### src/hdl/assert_macros.svh
// assertion helpers shared by the datapath modules
`ifndef ASSERT_MACROS_SVH
`define ASSERT_MACROS_SVH

// plain property, checked on every clock edge outside reset
`define ASSERT_CLK(label, clk, rst, prop, msg) \
  label: assert property (@(posedge clk) disable iff (rst) (prop)) \
    else $error(msg);

// same-cycle implication
`define ASSERT_IMPLY(label, clk, rst, pre, post, msg) \
  label: assert property (@(posedge clk) disable iff (rst) (pre) |-> (post)) \
    else $error(msg);

`endif

### src/hdl/ptsd_pkg.sv
package ptsd_pkg;

  // operand slice for the partial-product multipliers
  localparam int MUL_CHUNK = 32;

  // width of the distance field on the output word
  localparam int DIST_W = 33;

  // which part of the segment the distance refers to
  localparam logic [1:0] CASE_TX     = 2'd0;
  localparam logic [1:0] CASE_OBS    = 2'd1;
  localparam logic [1:0] CASE_IMPACT = 2'd2;

  typedef struct packed {
    logic [1:0] near;
    logic       degen;
  } ptsd_tag_t;

endpackage

### src/hdl/ptsd_mul.sv
module ptsd_mul
  import ptsd_pkg::*;
#(
  parameter int AW = 33,
  parameter int BW = 33
) (
  input  logic                 clk,
  input  logic                 en,
  input  logic signed [AW-1:0] a,
  input  logic signed [BW-1:0] b,
  output logic signed [AW+BW-1:0] p
);

  localparam int CH = MUL_CHUNK;
  localparam int NA = (AW + CH - 1) / CH;
  localparam int NB = (BW + CH - 1) / CH;
  localparam int PW = AW + BW;

  logic [AW-1:0]    ma;
  logic [BW-1:0]    mb;
  logic             neg1;
  logic             neg2;
  logic [NA*CH-1:0] pa;
  logic [NB*CH-1:0] pb;
  logic [2*CH-1:0]  pp [NA][NB];
  logic [PW-1:0]    acc;

  assign pa = (NA*CH)'(ma);
  assign pb = (NB*CH)'(mb);

  // stage 1: magnitudes and product sign
  always_ff @(posedge clk) begin
    if (en) begin
      neg1 <= a[AW-1] ^ b[BW-1];
      ma   <= a[AW-1] ? (~a + AW'(1)) : a;
      mb   <= b[BW-1] ? (~b + BW'(1)) : b;
    end
  end

  // stage 2: slice products
  always_ff @(posedge clk) begin
    if (en) begin
      neg2 <= neg1;
      for (int i = 0; i < NA; i++) begin
        for (int j = 0; j < NB; j++) begin
          pp[i][j] <= {{CH{1'b0}}, pa[i*CH +: CH]} * {{CH{1'b0}}, pb[j*CH +: CH]};
        end
      end
    end
  end

  always_comb begin
    acc = '0;
    for (int i = 0; i < NA; i++) begin
      for (int j = 0; j < NB; j++) begin
        acc = acc + (PW'(pp[i][j]) << (CH*(i+j)));
      end
    end
  end

  // stage 3: recombine and restore sign
  always_ff @(posedge clk) begin
    if (en) begin
      p <= neg2 ? $signed(~acc + PW'(1)) : $signed(acc);
    end
  end

endmodule

### config.mk
export PLATFORM = sky130hd
export DESIGN_NAME = ptsd_mul
export DESIGN_NICKNAME = d
export VERILOG_FILES = /design/src/hdl/assert_macros.svh /design/src/hdl/ptsd_pkg.sv /design/src/hdl/ptsd_mul.sv
export SDC_FILE = /design/constraint.sdc
export NUM_CORES = 2
export LEC_CHECK = 0
export BUFFER_PORTS_ARGS = -buffer_cell sky130_fd_sc_hd__buf_2
export CAP_MARGIN = 10
export CORE_UTILIZATION = 45
export CTS_CLUSTER_DIAMETER = 50
export CTS_CLUSTER_SIZE = 12
export DETAILED_ROUTE_END_ITERATION = 12
export PLACE_DENSITY = 0.7
export SETUP_SLACK_MARGIN = 0.2
export SLEW_MARGIN = 20
export SYNTH_ARGS = -nofsm -noshare
export SYNTH_HDL_FRONTEND = slang
export SYNTH_SLANG_ARGS = --single-unit
### constraint.sdc
create_clock -name clk -period 15.4 [get_ports clk]
set_input_delay 1.54 -clock clk [delete_from_list [all_inputs] [get_ports clk]]
set_output_delay 1.54 -clock clk [all_outputs]
set_load 0.02 [all_outputs]
* Yosys cells after proc, flatten, opt, wreduce, memory -nomap -nowiden *
Memories as Yosys holds them, arrays and structs flattened.
Index checks and enable logic that the tools add are counted.

operators by class
  multiplexer cells = 5
  bitwise gates (word level) = 4
  multiply operators = 4
  add/subtract/negate cells = 6

operators with widths
  operator                                        number
  adder 66 bit                                    2
  adder 33 x 2 -> 33 bit (second input constant)  2
  adder 64 x 66 -> 66 bit                         1
  adder 66 x 1 -> 66 bit (second input constant)  1
  2-to-1 mux 66 bit                               1
  NOT 33 bit                                      2
  NOT 66 bit                                      1
  multiplier 32 x 32 -> 64 bit                    1
  2-to-1 mux 32 bit                               2
  multiplier 1 x 32 -> 33 bit                     1
  multiplier 32 x 1 -> 33 bit                     1
  multiplier 1 x 1 -> 2 bit                       1
  2-to-1 mux 1 bit                                2
  bitwise XOR 1 bit                               1

storage, ports and cells
  register bits = 134
  bits in writable memories = 194
  memories = 1
  input port bits = 68
  output and inout port bits = 66
  word-level logic and storage cells = 27

memories
  name  depth  width  read ports  clocked after Yosys merged registers in  write ports  RTL line        source
  pp    2      97     2           0                                        2            ptsd_mul.sv:25  logic [2*CH-1:0] pp [NA][NB];

* Logic depth before layout (Yosys ltp) *
An unclocked memory read counts as a cell.

  word-level depth = 7
  mapped depth = 28
  depth with buffers taken out = 26

* Worst setup path before layout *
Ideal clock, no wire load.

  kind = flip-flop to flip-flop
  start point = register ma[10]
  end point = memory pp[0][89] (netlist name) (data pin)
  path buffers = 2
  slack = 7.817 ns
  setup time = 0.266 ns
  required time = 15.134 ns
  stages on the path, launching flop included = 27
  period minus slack after synthesis = 7.583 ns
  arrival time = 7.317 ns
  cell sequence = edfxtp_1 -> clkbuf_1 -> and2_1 -> fa_1 -> inv_1 -> fa_1 -> inv_1 -> fa_1 -> inv_1 -> fa_1 -> inv_1 -> fa_1 -> fa_1 -> fa_1 -> fa_1 -> ha_1 -> clkbuf_1 -> a21o_1 -> o21bai_1 -> a2111oi_0 -> o21a_1 -> o21ai_0 -> a31oi_1 -> o41ai_1 -> a211oi_1 -> o21ai_0 -> xor2_1

RTL lines
  item                    RTL line        source
  start, declared         ptsd_mul.sv:19  logic [AW-1:0] ma;
  start signal, assigned  ptsd_mul.sv:35  ma <= a[AW-1] ? (~a + AW'(1)) : a;
  end, declared           ptsd_mul.sv:25

==> Implementation_results.wiki <==
{| class="wikitable"
! Metric !! Value
|-
| Predominant post-synthesis flop cell || sky130_fd_sc_hd__edfxtp_1
|-
| Proportion of layout cells with a drive suffix above 1 || 5.94%
|-
| CTS Root Buffer Type || sky130_fd_sc_hd__clkbuf_16
|-
| Status || finished clean
|-
| Worst-path maximum fanout || 33
|-
| Clk pin slew, worst setup/hold paths || 0.06 ns
|-
| I/O pin cnt || 134
|-
| Met3 demand-to-capacity share in global routing || 5.68%
|-
| Setup violation total in the final timing report || 0
|-
| Detailed-route wire length || 127000 um
|-
| Most common cell after layout, fill and taps aside || sky130_fd_sc_hd__fa_1
|-
| Global Route met2 Usage || 39.4%
|-
| Max-cap violations || 0
|-
| Setup TNS after final layout || 0 ns
|-
| Core area || 102000 um^2
|-
| Multi-input gate area || 34600 um^2
|-
| Area growth from synthesis to layout || 7.00%
|-
| Routing layer with the top usage in global route || met2
|-
| Number of violations reported at the end of detailed-routing iteration 0 || 2759
|-
| Number of routed nets with antenna violations || 0
|-
| DIE WIDTH || 324 um
|-
| Share of the yosys chip area belonging to registers || 16.9%
|-
| Count of final max-slew check failures || 0
|-
| Highest clock rate || 0.104 GHz
|-
| Cell types occupying the most area after synthesis || sky130_fd_sc_hd__fa_1, sky130_fd_sc_hd__edfxtp_1, sky130_fd_sc_hd__and2_1
|-
| Max_slew headroom || 22.3%
|-
| Die height || 324 um
|-
| Fin nets || 5984
|-
| Critical path, cell by cell || and2_1, fa_1, fa_1, fa_1, inv_1, fa_1, inv_1, fa_1, fa_1, fa_1, fa_1, ha_1, a21oi_1, o21ai_0, a221o_1, a221o_1, o21ai_0, o21ai_0, a31oi_1, o311ai_0, a21boi_0, xnor2_1
|-
| Most common cell on crit path || sky130_fd_sc_hd__fa_1
|-
| Crit end category || register
|-
| Ys async rst share || 0%
|-
| Number of enable flip-flop cells after synthesis || 263
|-
| Number of placement rows || 117
|-
| Ratio of routed vias to standard cells || 5.47
|-
| Maximum single-stage delay on the critical path || 1.10 ns
|-
| Warnings from Yosys || 0
|-
| Weighted congestion reported at the end of routability-driven placement || 0.912
|-
| Synthesized flop and latch total || 263
|-
| Worst endpoint data arrival time || 9.90 ns
|-
| Hold-fix buffer count after cts || 0
|-
| Hold WC Path Type || register to register
|-
| Number of hold violations in the final report || 0
|-
| Tot GR Track Use || 25.2%
|-
| Clock buffers created by TritonCTS || 39
|-
| Area of the mapped netlist || 46700 um^2
|-
| Data required time of the worst path || 15.71 ns
|-
| Clk sink count || 263
|-
| Clock latency on the worst-skew pair || 0.60 ns
|-
| Commonest non-fill, non-tap cells in the layout || sky130_fd_sc_hd__fa_1, sky130_fd_sc_hd__inv_1, sky130_fd_sc_hd__and2_1
|-
| Cell taking the most area after synthesis || sky130_fd_sc_hd__fa_1
|-
| Max stage delay cell, worst path || sky130_fd_sc_hd__edfxtp_1
|-
| Sequential cell area || 7900 um^2
|-
| Average routed wire per standard cell || 20.9 um
|-
| Wire length of the first global-routing pass || 200000 um
|-
| Unrepaired setup endpoints after global routing || no
|-
| Syn Inst Count || 4697
|-
| Number of antenna violations at the first check in global routing || 9
|-
| Number of port buffers || 133
|-
| TritonCTS clock tree || done
|-
| Post-CTS setup-driven buffer insertion count || 0
|-
| Path type of the worst setup path || register to register
|-
| Remaining Overflow, GRT || 0
|-
| Max Root-Sink Buffers || 3
|-
| Largest net degree at the start of global routing || 83
|-
| Distinct cell type count of the synthesized netlist || 71
|-
| Layout fillers || 9391
|-
| Post-DP HPWL || 92700 um
|-
| Clock Skew || 0.0414 ns
|-
| Post-cts sizing count || 0
|-
| Routing usage on met1 || 34.9%
|-
| Critical Path Source Type || register
|-
| Worst slew pin tran || 1.17 ns
|-
| Share of the synthesized area in the top cell type || 39.8%
|-
| Post-Syn Nets || 5992
|-
| Minimum clock period || 9.59 ns
|-
| Count of vias placed by the detailed router || 33258
|-
| H-tree lvl count || 2
|-
| Via count of the first global-routing pass || 34802
|-
| Part of the cycle the worst path needs || 62.3%
|-
| DR pass1 iterations || 6
|-
| Starting density of the core || 45.6%
|-
| Syn avg cell area || 9.94 um^2
|-
| Post-layout util || 48.8%
|-
| Die Footprint || 105000 um^2
|-
| Residual DRC || 0
|}
==> per-stage QoR <==
stage / setup WS [ns] / instance area (um^2) / hold slack [ns] / cells
6_report: 5.81 / 49900 / 0.426 / 6085
5_1_grt: 5.48 / 49900 / 0.430 / 6081
4_1_cts: 5.91 / 49900 / 0.428 / 6080
3_5_place_dp: 5.96 / 48600 / 0.416 / 6015
3_3_place_gp: 6.14 / 48600 / 0.408 / 6015
2_1_floorplan: 7.82 / 46700 / 0.400 / 4697
==> path summary, 6_finish.rpt <==
| kind | start | end | cells past startpoint | slack (ns) |
|---|---|---|---|---|
| worst max-delay path | mb[5] | pp[0][90] | 22 | 5.81 |
| worst min-delay path | neg1 | neg2 | 0 | 0.43 |
| worst max register to register | mb[5] | pp[0][90] | 22 | 5.81 |
| worst min register to register | neg1 | neg2 | 0 | 0.43 |
==> final cells by class <==
type	instances	share of cell area, %
Antenna cell	4	0.0200
Clock buffer	40	1.96
Clock inverter	25	0.621
Inverter	872	6.55
Multi-Input combinational cell	3311	69.2
Sequential cell	263	15.8
Tap cell	1368	3.43
Timing Repair Buffer	202	2.40
==> routing by layer <==
layer,up-vias,part of all wire (%)
li1,14437,-
met1,17094,42
met4,4,3.1
met5,-,0.027
met3,249,9.7
met2,1474,45
==> cells by family after synthesis <==
kind of cell             Yosys count  share of synthesized area [%]
multiplexers                       2                         0.0429
AO/OA/AOI/OAI                    424                           5.97
adder cells (fa/ha/maj)         1227                           47.8
flip-flops                       263                           16.9
AND/OR/NAND/NOR                 1448                           16.3
XOR/XNOR                         210                           3.94
buffers and inverters           1123                           9.03
==> Yosys cell counts (all sizes together) (15+ instances only) <==
library cell	count
fa	929
inv	872
and2	672
nand2	546
ha	298
edfxtp	263
clkbuf	249
xnor2	153
o21ai	101
a21oi	91
xor2	57
a21o	55
nor2	54
o31ai	39
nand3	35
nor3	24
nand4	22
o41ai	22
or4	20
or3	17
nand2b	15
==> registers in the layout, summed over array words and instances (netlist names) <==
name  flops
p        66
mb       33
ma       33
neg2      1
pp      129
neg1      1
==> critical path: cells and delay by family, from the launching register on <==
family | cells | cell delay, ns
and+or+nand+nor | 1 | 0.27
DFF | 1 | 1.10
AOI/OAI and AO/OA | 9 | 3.44
buffers and inverters | 2 | 0.11
xor gates and xnor gates | 1 | 0.09
adders and majority gates | 9 | 4.26
Power is not shown: default switching activity piles up to over one toggle a cycle in this logic, so the estimate is an artifact.
