### src/hdl/assert_macros.svh
// assertion helpers shared by the datapath modules
`ifndef ASSERT_MACROS_SVH
`define ASSERT_MACROS_SVH

// plain property, checked on every clock edge outside reset
`define ASSERT_CLK(label, clk, rst, prop, msg) \
  label: assert property (@(posedge clk) disable iff (rst) (prop)) \
    else $error(msg);

// same-cycle implication
`define ASSERT_IMPLY(label, clk, rst, pre, post, msg) \
  label: assert property (@(posedge clk) disable iff (rst) (pre) |-> (post)) \
    else $error(msg);

`endif

### src/hdl/ptsd_pkg.sv
package ptsd_pkg;

  // operand slice for the partial-product multipliers
  localparam int MUL_CHUNK = 32;

  // width of the distance field on the output word
  localparam int DIST_W = 33;

  // which part of the segment the distance refers to
  localparam logic [1:0] CASE_TX     = 2'd0;
  localparam logic [1:0] CASE_OBS    = 2'd1;
  localparam logic [1:0] CASE_IMPACT = 2'd2;

  typedef struct packed {
    logic [1:0] near;
    logic       degen;
  } ptsd_tag_t;

endpackage

### src/hdl/ptsd_sqrt.sv
`include "assert_macros.svh"

module ptsd_sqrt
  import ptsd_pkg::*;
#(
  parameter int RW = 66
) (
  input  logic              clk,
  input  logic              rst,
  input  logic              en,
  input  logic              in_valid,
  input  logic [RW-1:0]     rad_in,
  input  ptsd_tag_t         in_tag,
  output logic              out_valid,
  output logic [RW/2-1:0]   root_out,
  output ptsd_tag_t         out_tag
);

  localparam int RTW  = RW / 2;
  localparam int REMW = RTW + 3;

  logic [REMW-1:0] rem  [RTW+1];
  logic [RW-1:0]   rad  [RTW+1];
  logic [RTW-1:0]  root [RTW+1];
  ptsd_tag_t       tg   [RTW+1];
  logic            vld  [RTW+1];

  always_ff @(posedge clk) begin
    if (en) begin
      rem[0]  <= '0;
      rad[0]  <= rad_in;
      root[0] <= '0;
      tg[0]   <= in_tag;
    end
  end

  always_ff @(posedge clk) begin
    if (rst) begin
      vld[0] <= 1'b0;
    end else if (en) begin
      vld[0] <= in_valid;
    end
  end

  // digit-by-digit root, two radicand bits per stage
  for (genvar k = 0; k < RTW; k++) begin : g_step
    logic [REMW-1:0] t;
    logic [REMW-1:0] trial;
    logic            ge;

    assign t     = {rem[k][REMW-3:0], rad[k][RW-1:RW-2]};
    assign trial = {1'b0, root[k], 2'b01};
    assign ge    = t >= trial;

    always_ff @(posedge clk) begin
      if (en) begin
        rem[k+1]  <= ge ? (t - trial) : t;
        rad[k+1]  <= rad[k] << 2;
        root[k+1] <= {root[k][RTW-2:0], ge};
        tg[k+1]   <= tg[k];
      end
    end

    always_ff @(posedge clk) begin
      if (rst) begin
        vld[k+1] <= 1'b0;
      end else if (en) begin
        vld[k+1] <= vld[k];
      end
    end
  end

  assign out_valid = vld[RTW];
  assign root_out  = root[RTW];
  assign out_tag   = tg[RTW];

  `ASSERT_IMPLY(a_sqrt_rem_bound, clk, rst, vld[RTW], rem[RTW] <= (REMW'(root[RTW]) << 1), "root remainder above twice the root")

endmodule

### config.mk
export PLATFORM = sky130hd
export DESIGN_NAME = ptsd_sqrt
export DESIGN_NICKNAME = d
export VERILOG_FILES = /design/src/hdl/ptsd_pkg.sv /design/src/hdl/ptsd_sqrt.sv
export VERILOG_INCLUDE_DIRS = /design/src /design/src/hdl
export SDC_FILE = /design/constraint.sdc
export NUM_CORES = 2
export LEC_CHECK = 0
export BUFFER_PORTS_ARGS = -buffer_cell sky130_fd_sc_hd__clkbuf_2
export CAP_MARGIN = 20
export CORE_AREA = 2 2 621 623
export CTS_CLUSTER_DIAMETER = 40
export CTS_CLUSTER_SIZE = 14
export DETAILED_ROUTE_END_ITERATION = 7
export DIE_AREA = 0 0 623 625
export SETUP_SLACK_MARGIN = 0.3
export SLEW_MARGIN = 40
export SYNTH_ARGS = -nofsm -noshare
export SYNTH_HDL_FRONTEND = slang
export SYNTH_MEMORY_MAX_BITS = 65536
export SYNTH_SLANG_ARGS = --single-unit
### constraint.sdc
create_clock -name clk -period 10.25 [get_ports clk]
set_input_delay 0.5125 -clock clk [delete_from_list [all_inputs] [get_ports clk]]
set_output_delay 0.5125 -clock clk [all_outputs]
set_load 0.01 [all_outputs]
### After elaboration in Yosys (flattened, before gate mapping)

Memory sizes are Yosys's and may differ from the RTL's.
Index checks and enable logic that the tools add are counted.
Widths: inputs -> output; s select.

* register bits: 0
* RAM bits: 4726
* input port bits: 73
* output and inout port bits: 37
* word-level logic and storage cells: 178
* memories: 5

Memory list
* rad: depth 34, bits a word 66, read ports 33, clocked after Yosys merged registers in 0, wr ports 34, RTL line ptsd_sqrt.sv:23 `logic [RW-1:0] rad [RTW+1];`
* rem: depth 34, bits a word 36, read ports 33, clocked after Yosys merged registers in 0, wr ports 34, RTL line ptsd_sqrt.sv:22 `logic [REMW-1:0] rem [RTW+1];`
* root: depth 34, bits a word 33, read ports 34, clocked after Yosys merged registers in 0, wr ports 34, RTL line ptsd_sqrt.sv:24 `logic [RTW-1:0] root [RTW+1];`
* tg: depth 34, bits a word 3, read ports 34, clocked after Yosys merged registers in 0, wr ports 34, RTL line ptsd_sqrt.sv:25 `ptsd_tag_t tg [RTW+1];`
* vld: depth 34, bits a word 1, read ports 34, clocked after Yosys merged registers in 0, wr ports 34, RTL line ptsd_sqrt.sv:26 `logic vld [RTW+1];`

* add/sub/neg operators: 33
* order comparisons: 33
* mux-type cells: 73
* bitwise gates (word level): 34

Operators by type and width (count)
* $ge 36x35->1: 33
* $mux 36: 33
* $sub 36x35->36: 33
* $mux 1: 40
* $or 1x1->1: 34

### Longest topological paths before layout

* depth after elaboration: 4
* mapped depth: 16
* mapped depth without buffers: 15

### Worst setup path after synthesis

Ideal clock, no wire load.

* path type: flip-flop to flip-flop
* start: mem rem[31][1] (netlist bit)
* end: mem rem[32][22] (netlist bit) (data pin)
* library setup time: 0.260 ns
* arrival: 3.447 ns
* required time: 9.990 ns
* path slack: 6.544 ns
* cell stages (with the launch flop): 13
* buffers on the path: 1
* period minus slack after synthesis: 3.706 ns
* cell sequence: edfxtp_1 > ha_1 > o21ai_0 > a21oi_1 > o21a_1 > o311a_1 > a41o_1 > a41o_1 > o21ai_1 > a211oi_1 > nor2_1 > buf_2 > mux2_2

RTL lines (RTL line)
* start, declared: ptsd_sqrt.sv:22

==> results_tabular.tex <==
\begin{tabular}{lr}
\hline
Metric & Value \\
\hline
\multicolumn{2}{l}{\textbf{Outcome}} \\
Status & complete, no violations \\
\multicolumn{2}{l}{\textbf{Timing}} \\
Final clock skew & 92.88 ps \\
Shortest period the worst path allows & 4648 ps \\
Summed negative setup slack over all endpoints & 0 ps \\
Final worst-path cycle share & between 40 and 50\% \\
Tightest hold margin & 260.3 ps \\
Max transition margin & 42.61\% \\
Fin. Hold Viols & 0 \\
Worst-Margin Slew & 853.0 ps \\
Setup violation total in the final timing report & 0 \\
Max-slew violation total from the final report & 0 \\
Max Fclk & 215.2 MHz \\
Setup repair after global routing missed its margin & no \\
\multicolumn{2}{l}{\textbf{Floorplanning}} \\
Core area & 0.3837 mm\^{}2 \\
Die extent in x & 623 um \\
Floorplan die area & 0.3894 mm\^{}2 \\
Total number of placement rows & 228 \\
Starting density of the core & 33.78\% \\
I/O pin total & 110 \\
Height of the die & 625 um \\
\multicolumn{2}{l}{\textbf{Routing}} \\
Vias per cell & $\sim$4.8 \\
DR iter-0 viols & 4733 \\
Average routed wire per standard cell & 15.96 um \\
Detailed Routing Iterations Pass 1 & 5 \\
Post-route antenna net violation count & 0 \\
DR DRC count & 0 \\
Detailed Route WL & around 250000 um \\
Via count & 74800 \\
\multicolumn{2}{l}{\textbf{Global routing}} \\
Overflow left after global routing & 0 \\
Total routing usage reported by global routing & 12.51\% \\
Antenna violations before repair & 1 \\
Number of global-route vias before repair & 73410 \\
Wire length of the first global-routing pass & 397300 um \\
Pin count of the biggest net entering global routing & 160 \\
\multicolumn{2}{l}{\textbf{Power and ir drop}} \\
Total power divided by cell area & between 200 and 250 mW/mm\^{}2 \\
Peak supply drop & 0.1448 mV \\
Standby leakage power & 57.99 nW \\
Design Power & 0.03683 W \\
\multicolumn{2}{l}{\textbf{CTS}} \\
Bufs on Longest Clock Path & 4 \\
Clock-pin slew of the registers on the worst-case setup and hold paths & 60 ps \\
Setup Fix Bufs, Post-CTS & 0 \\
Clock sink total & 2856 \\
Htree depth & 5 \\
Clock latency on the worst-skew pair & 960 ps \\
Clock buffer count from CTS & 427 \\
TritonCTS clock tree & done \\
Buffer cell driving the clock tree root & sky130\_fd\_sc\_hd\_\_clkbuf\_16 \\
\multicolumn{2}{l}{\textbf{Finish}} \\
End-of-flow core utilization & 39.74\% \\
Finished Layout Cells & 15680 \\
Fraction of layout cells with a size suffix above 1 & 10.60\% \\
Layout overhead on the synthesized area & 17.65\% \\
Nets@finish & 10920 \\
\multicolumn{2}{l}{\textbf{Worst setup path}} \\
Critical Path Fanout Max & 23 \\
Slowest stage cell, crit path & sky130\_fd\_sc\_hd\_\_or4\_1 \\
CP Data Required Time & 10940 ps \\
Cells traversed along the worst timing path & or4\_1 -> nor4b\_1 -> nand4\_1 -> or4\_1 -> nor3\_1 -> nor4b\_2 -> nand4\_2 -> nand3b\_2 -> nor3\_1 -> xor2\_1 \\
Largest stage delay on the critical path & approximately 600 ps \\
Type of the worst setup path & register to register \\
Kind of end point of the critical path & register \\
WP data arrival & 5340 ps \\
Crit start category & register \\
\multicolumn{2}{l}{\textbf{Place}} \\
IO buf count & 109 \\
Gp weighted congestion & $\sim$0.86 \\
Number of cells after detailed placement & between 10000 and 15000 \\
Sum of net half-perimeters after detailed placement & 173600 um \\
\multicolumn{2}{l}{\textbf{Yosys}} \\
Post-synthesis sequential element count & 2856 \\
Sequential element share of the synthesized area & about 66\% \\
Top\_reg\_cell synth & sky130\_fd\_sc\_hd\_\_edfxtp\_1 \\
Number of distinct standard cells referenced by the synthesized netlist & 97 \\
Number of warnings printed during yosys synthesis & 0 \\
Synthesized instance count & 9754 \\
Net count after synthesis & around 10000 \\
Syn Std Cell Area & 0.1296 mm\^{}2 \\
Async set-reset flop share out of synthesis & 0\% \\
Syn\_area\_per\_cell & 13.29 um\^{}2 \\
Number of enable flip-flop cells after synthesis & 2856 \\
\multicolumn{2}{l}{\textbf{Worst hold path}} \\
Hold Path Class & input pin to register \\
\multicolumn{2}{l}{\textbf{Run}} \\
Max capacitance violation total & 0 \\
\hline
\end{tabular}
per-layer routing:
layer | GRT usage (%) | up-vias | wire (um)
met5 | 0 | - | 0
met4 | 4.516 | 0 | 8465
met3 | 2.013 | 520 | 10550
met2 | 21.47 | 1320 | 121000
met1 | 15.93 | 35600 | 110300
li1 | - | 37350 | -
sequential cells by signal (all words and copies together) (netlist names):
register	flops
rad	1122
rem	1037
root	561
tg	102
vld	34
per-stage QoR:
stage	worst slack (ps)	instance area [um^2]
6_report	5602	152500
5_1_grt	5137	152500
4_1_cts	5546	152300
3_5_place_dp	5560	136600
3_3_place_gp	5572	136500
2_1_floorplan	6544	129600
cell families after synthesis:
family | synth area share, %
xor gates and xnor gates | 5.784
other | 0.002893
AOI/OAI and AO/OA | 9.043
adders and majority gates | 5.754
buffers and inverters | 2.820
and+or+nand+nor | 9.554
DFF | 66.17
muxes | 0.8727
power by group:
part | total, W | leakage, nW | switching (W) | internal, W
combinational | 0.00636 | 23.2 | 0.00361 | 0.00274
clock | 0.0149 | 7.19 | 0.00567 | 0.00922
sequential | 0.0156 | 27.5 | 0.000879 | 0.0147
total | 0.0368 | 58.0 | 0.0102 | 0.0267
cell type report:
class / instances / area, um^2
Timing Repair Buffer: 249 / 2121
Sequential cell: 2856 / 85760
Tap cell: 5060 / 6331
Antenna cell: 2 / 5.005
Multi-Input combinational cell: 5933 / 40360
Fill cell: 35700 / 231200
Inverter: 781 / 2932
Clock inverter: 351 / 4114
Clock buffer: 452 / 10860
cells in the mapped netlist (33+ instances only):
| master | number | area [um^2] |
|---|---|---|
| sky130_fd_sc_hd__a211oi_1 | 37 | 277.8 |
| sky130_fd_sc_hd__a21boi_0 | 33 | 247.7 |
| sky130_fd_sc_hd__a21o_1 | 264 | 1982 |
| sky130_fd_sc_hd__a21oi_1 | 604 | 3023 |
| sky130_fd_sc_hd__a31oi_1 | 55 | 344.1 |
| sky130_fd_sc_hd__and2_1 | 63 | 394.1 |
| sky130_fd_sc_hd__and3_1 | 57 | 356.6 |
| sky130_fd_sc_hd__clkbuf_1 | 154 | 578.1 |
| sky130_fd_sc_hd__edfxtp_1 | 2856 | 85760 |
| sky130_fd_sc_hd__ha_1 | 596 | 7457 |
| sky130_fd_sc_hd__inv_1 | 775 | 2909 |
| sky130_fd_sc_hd__mux2_2 | 94 | 1059 |
| sky130_fd_sc_hd__nand2_1 | 583 | 2188 |
| sky130_fd_sc_hd__nand2b_1 | 113 | 706.9 |
| sky130_fd_sc_hd__nand3_1 | 151 | 755.7 |
| sky130_fd_sc_hd__nand4_1 | 110 | 688.2 |
| sky130_fd_sc_hd__nor2_1 | 629 | 2361 |
| sky130_fd_sc_hd__nor2b_1 | 80 | 500.5 |
| sky130_fd_sc_hd__nor3_1 | 246 | 1231 |
| sky130_fd_sc_hd__nor4_1 | 108 | 675.7 |
| sky130_fd_sc_hd__o21a_1 | 108 | 810.8 |
| sky130_fd_sc_hd__o21ai_0 | 475 | 2377 |
| sky130_fd_sc_hd__o21bai_1 | 46 | 345.3 |
| sky130_fd_sc_hd__o31ai_1 | 68 | 510.5 |
| sky130_fd_sc_hd__or2_2 | 48 | 300.3 |
| sky130_fd_sc_hd__or3_1 | 116 | 725.7 |
| sky130_fd_sc_hd__or4_1 | 52 | 390.4 |
| sky130_fd_sc_hd__xnor2_1 | 439 | 3845 |
| sky130_fd_sc_hd__xor2_1 | 417 | 3652 |
cell usage in the layout, fill, tap and decap left out, types with 110 or more instances in the layout:
master                         n
sky130_fd_sc_hd__xor2_1      417
sky130_fd_sc_hd__clkbuf_16   431
sky130_fd_sc_hd__nand4_1     110
sky130_fd_sc_hd__nor3_1      244
sky130_fd_sc_hd__nor2_1      628
sky130_fd_sc_hd__ha_1        596
sky130_fd_sc_hd__nand2_1     583
sky130_fd_sc_hd__o21ai_0     474
sky130_fd_sc_hd__xnor2_1     439
sky130_fd_sc_hd__nand2b_1    112
sky130_fd_sc_hd__or3_1       116
sky130_fd_sc_hd__inv_1       775
sky130_fd_sc_hd__a21oi_1     604
sky130_fd_sc_hd__edfxtp_1   2856
sky130_fd_sc_hd__a21o_1      264
sky130_fd_sc_hd__nand3_1     150
timing repair:
item                                    CTS  global route
gates resized for setup                   0             0
hold buffers                             73             0
endpoints found under the hold margin   125             0
endpoints found under the setup margin    0             0
worst max-delay path: cells and delay by family (launching register included):
family                    cells  cell delay (ps)
and+or+nand+nor               9             3820
DFF                           1              410
xor gates and xnor gates      1              150
worst paths after layout:
path / from / endpoint / slack [ps] / cells after the start
hold / removal: rad_in[19] / rad[0][19] / 260 / 2
setup reg to reg: rem[8][10] / rem[9][27] / 5600 / 10
setup / recovery: rem[8][10] / rem[9][27] / 5600 / 10
hold reg to reg: rad[4][29] / rad[5][31] / 370 / 0
Power figures use the tool's default switching activity.
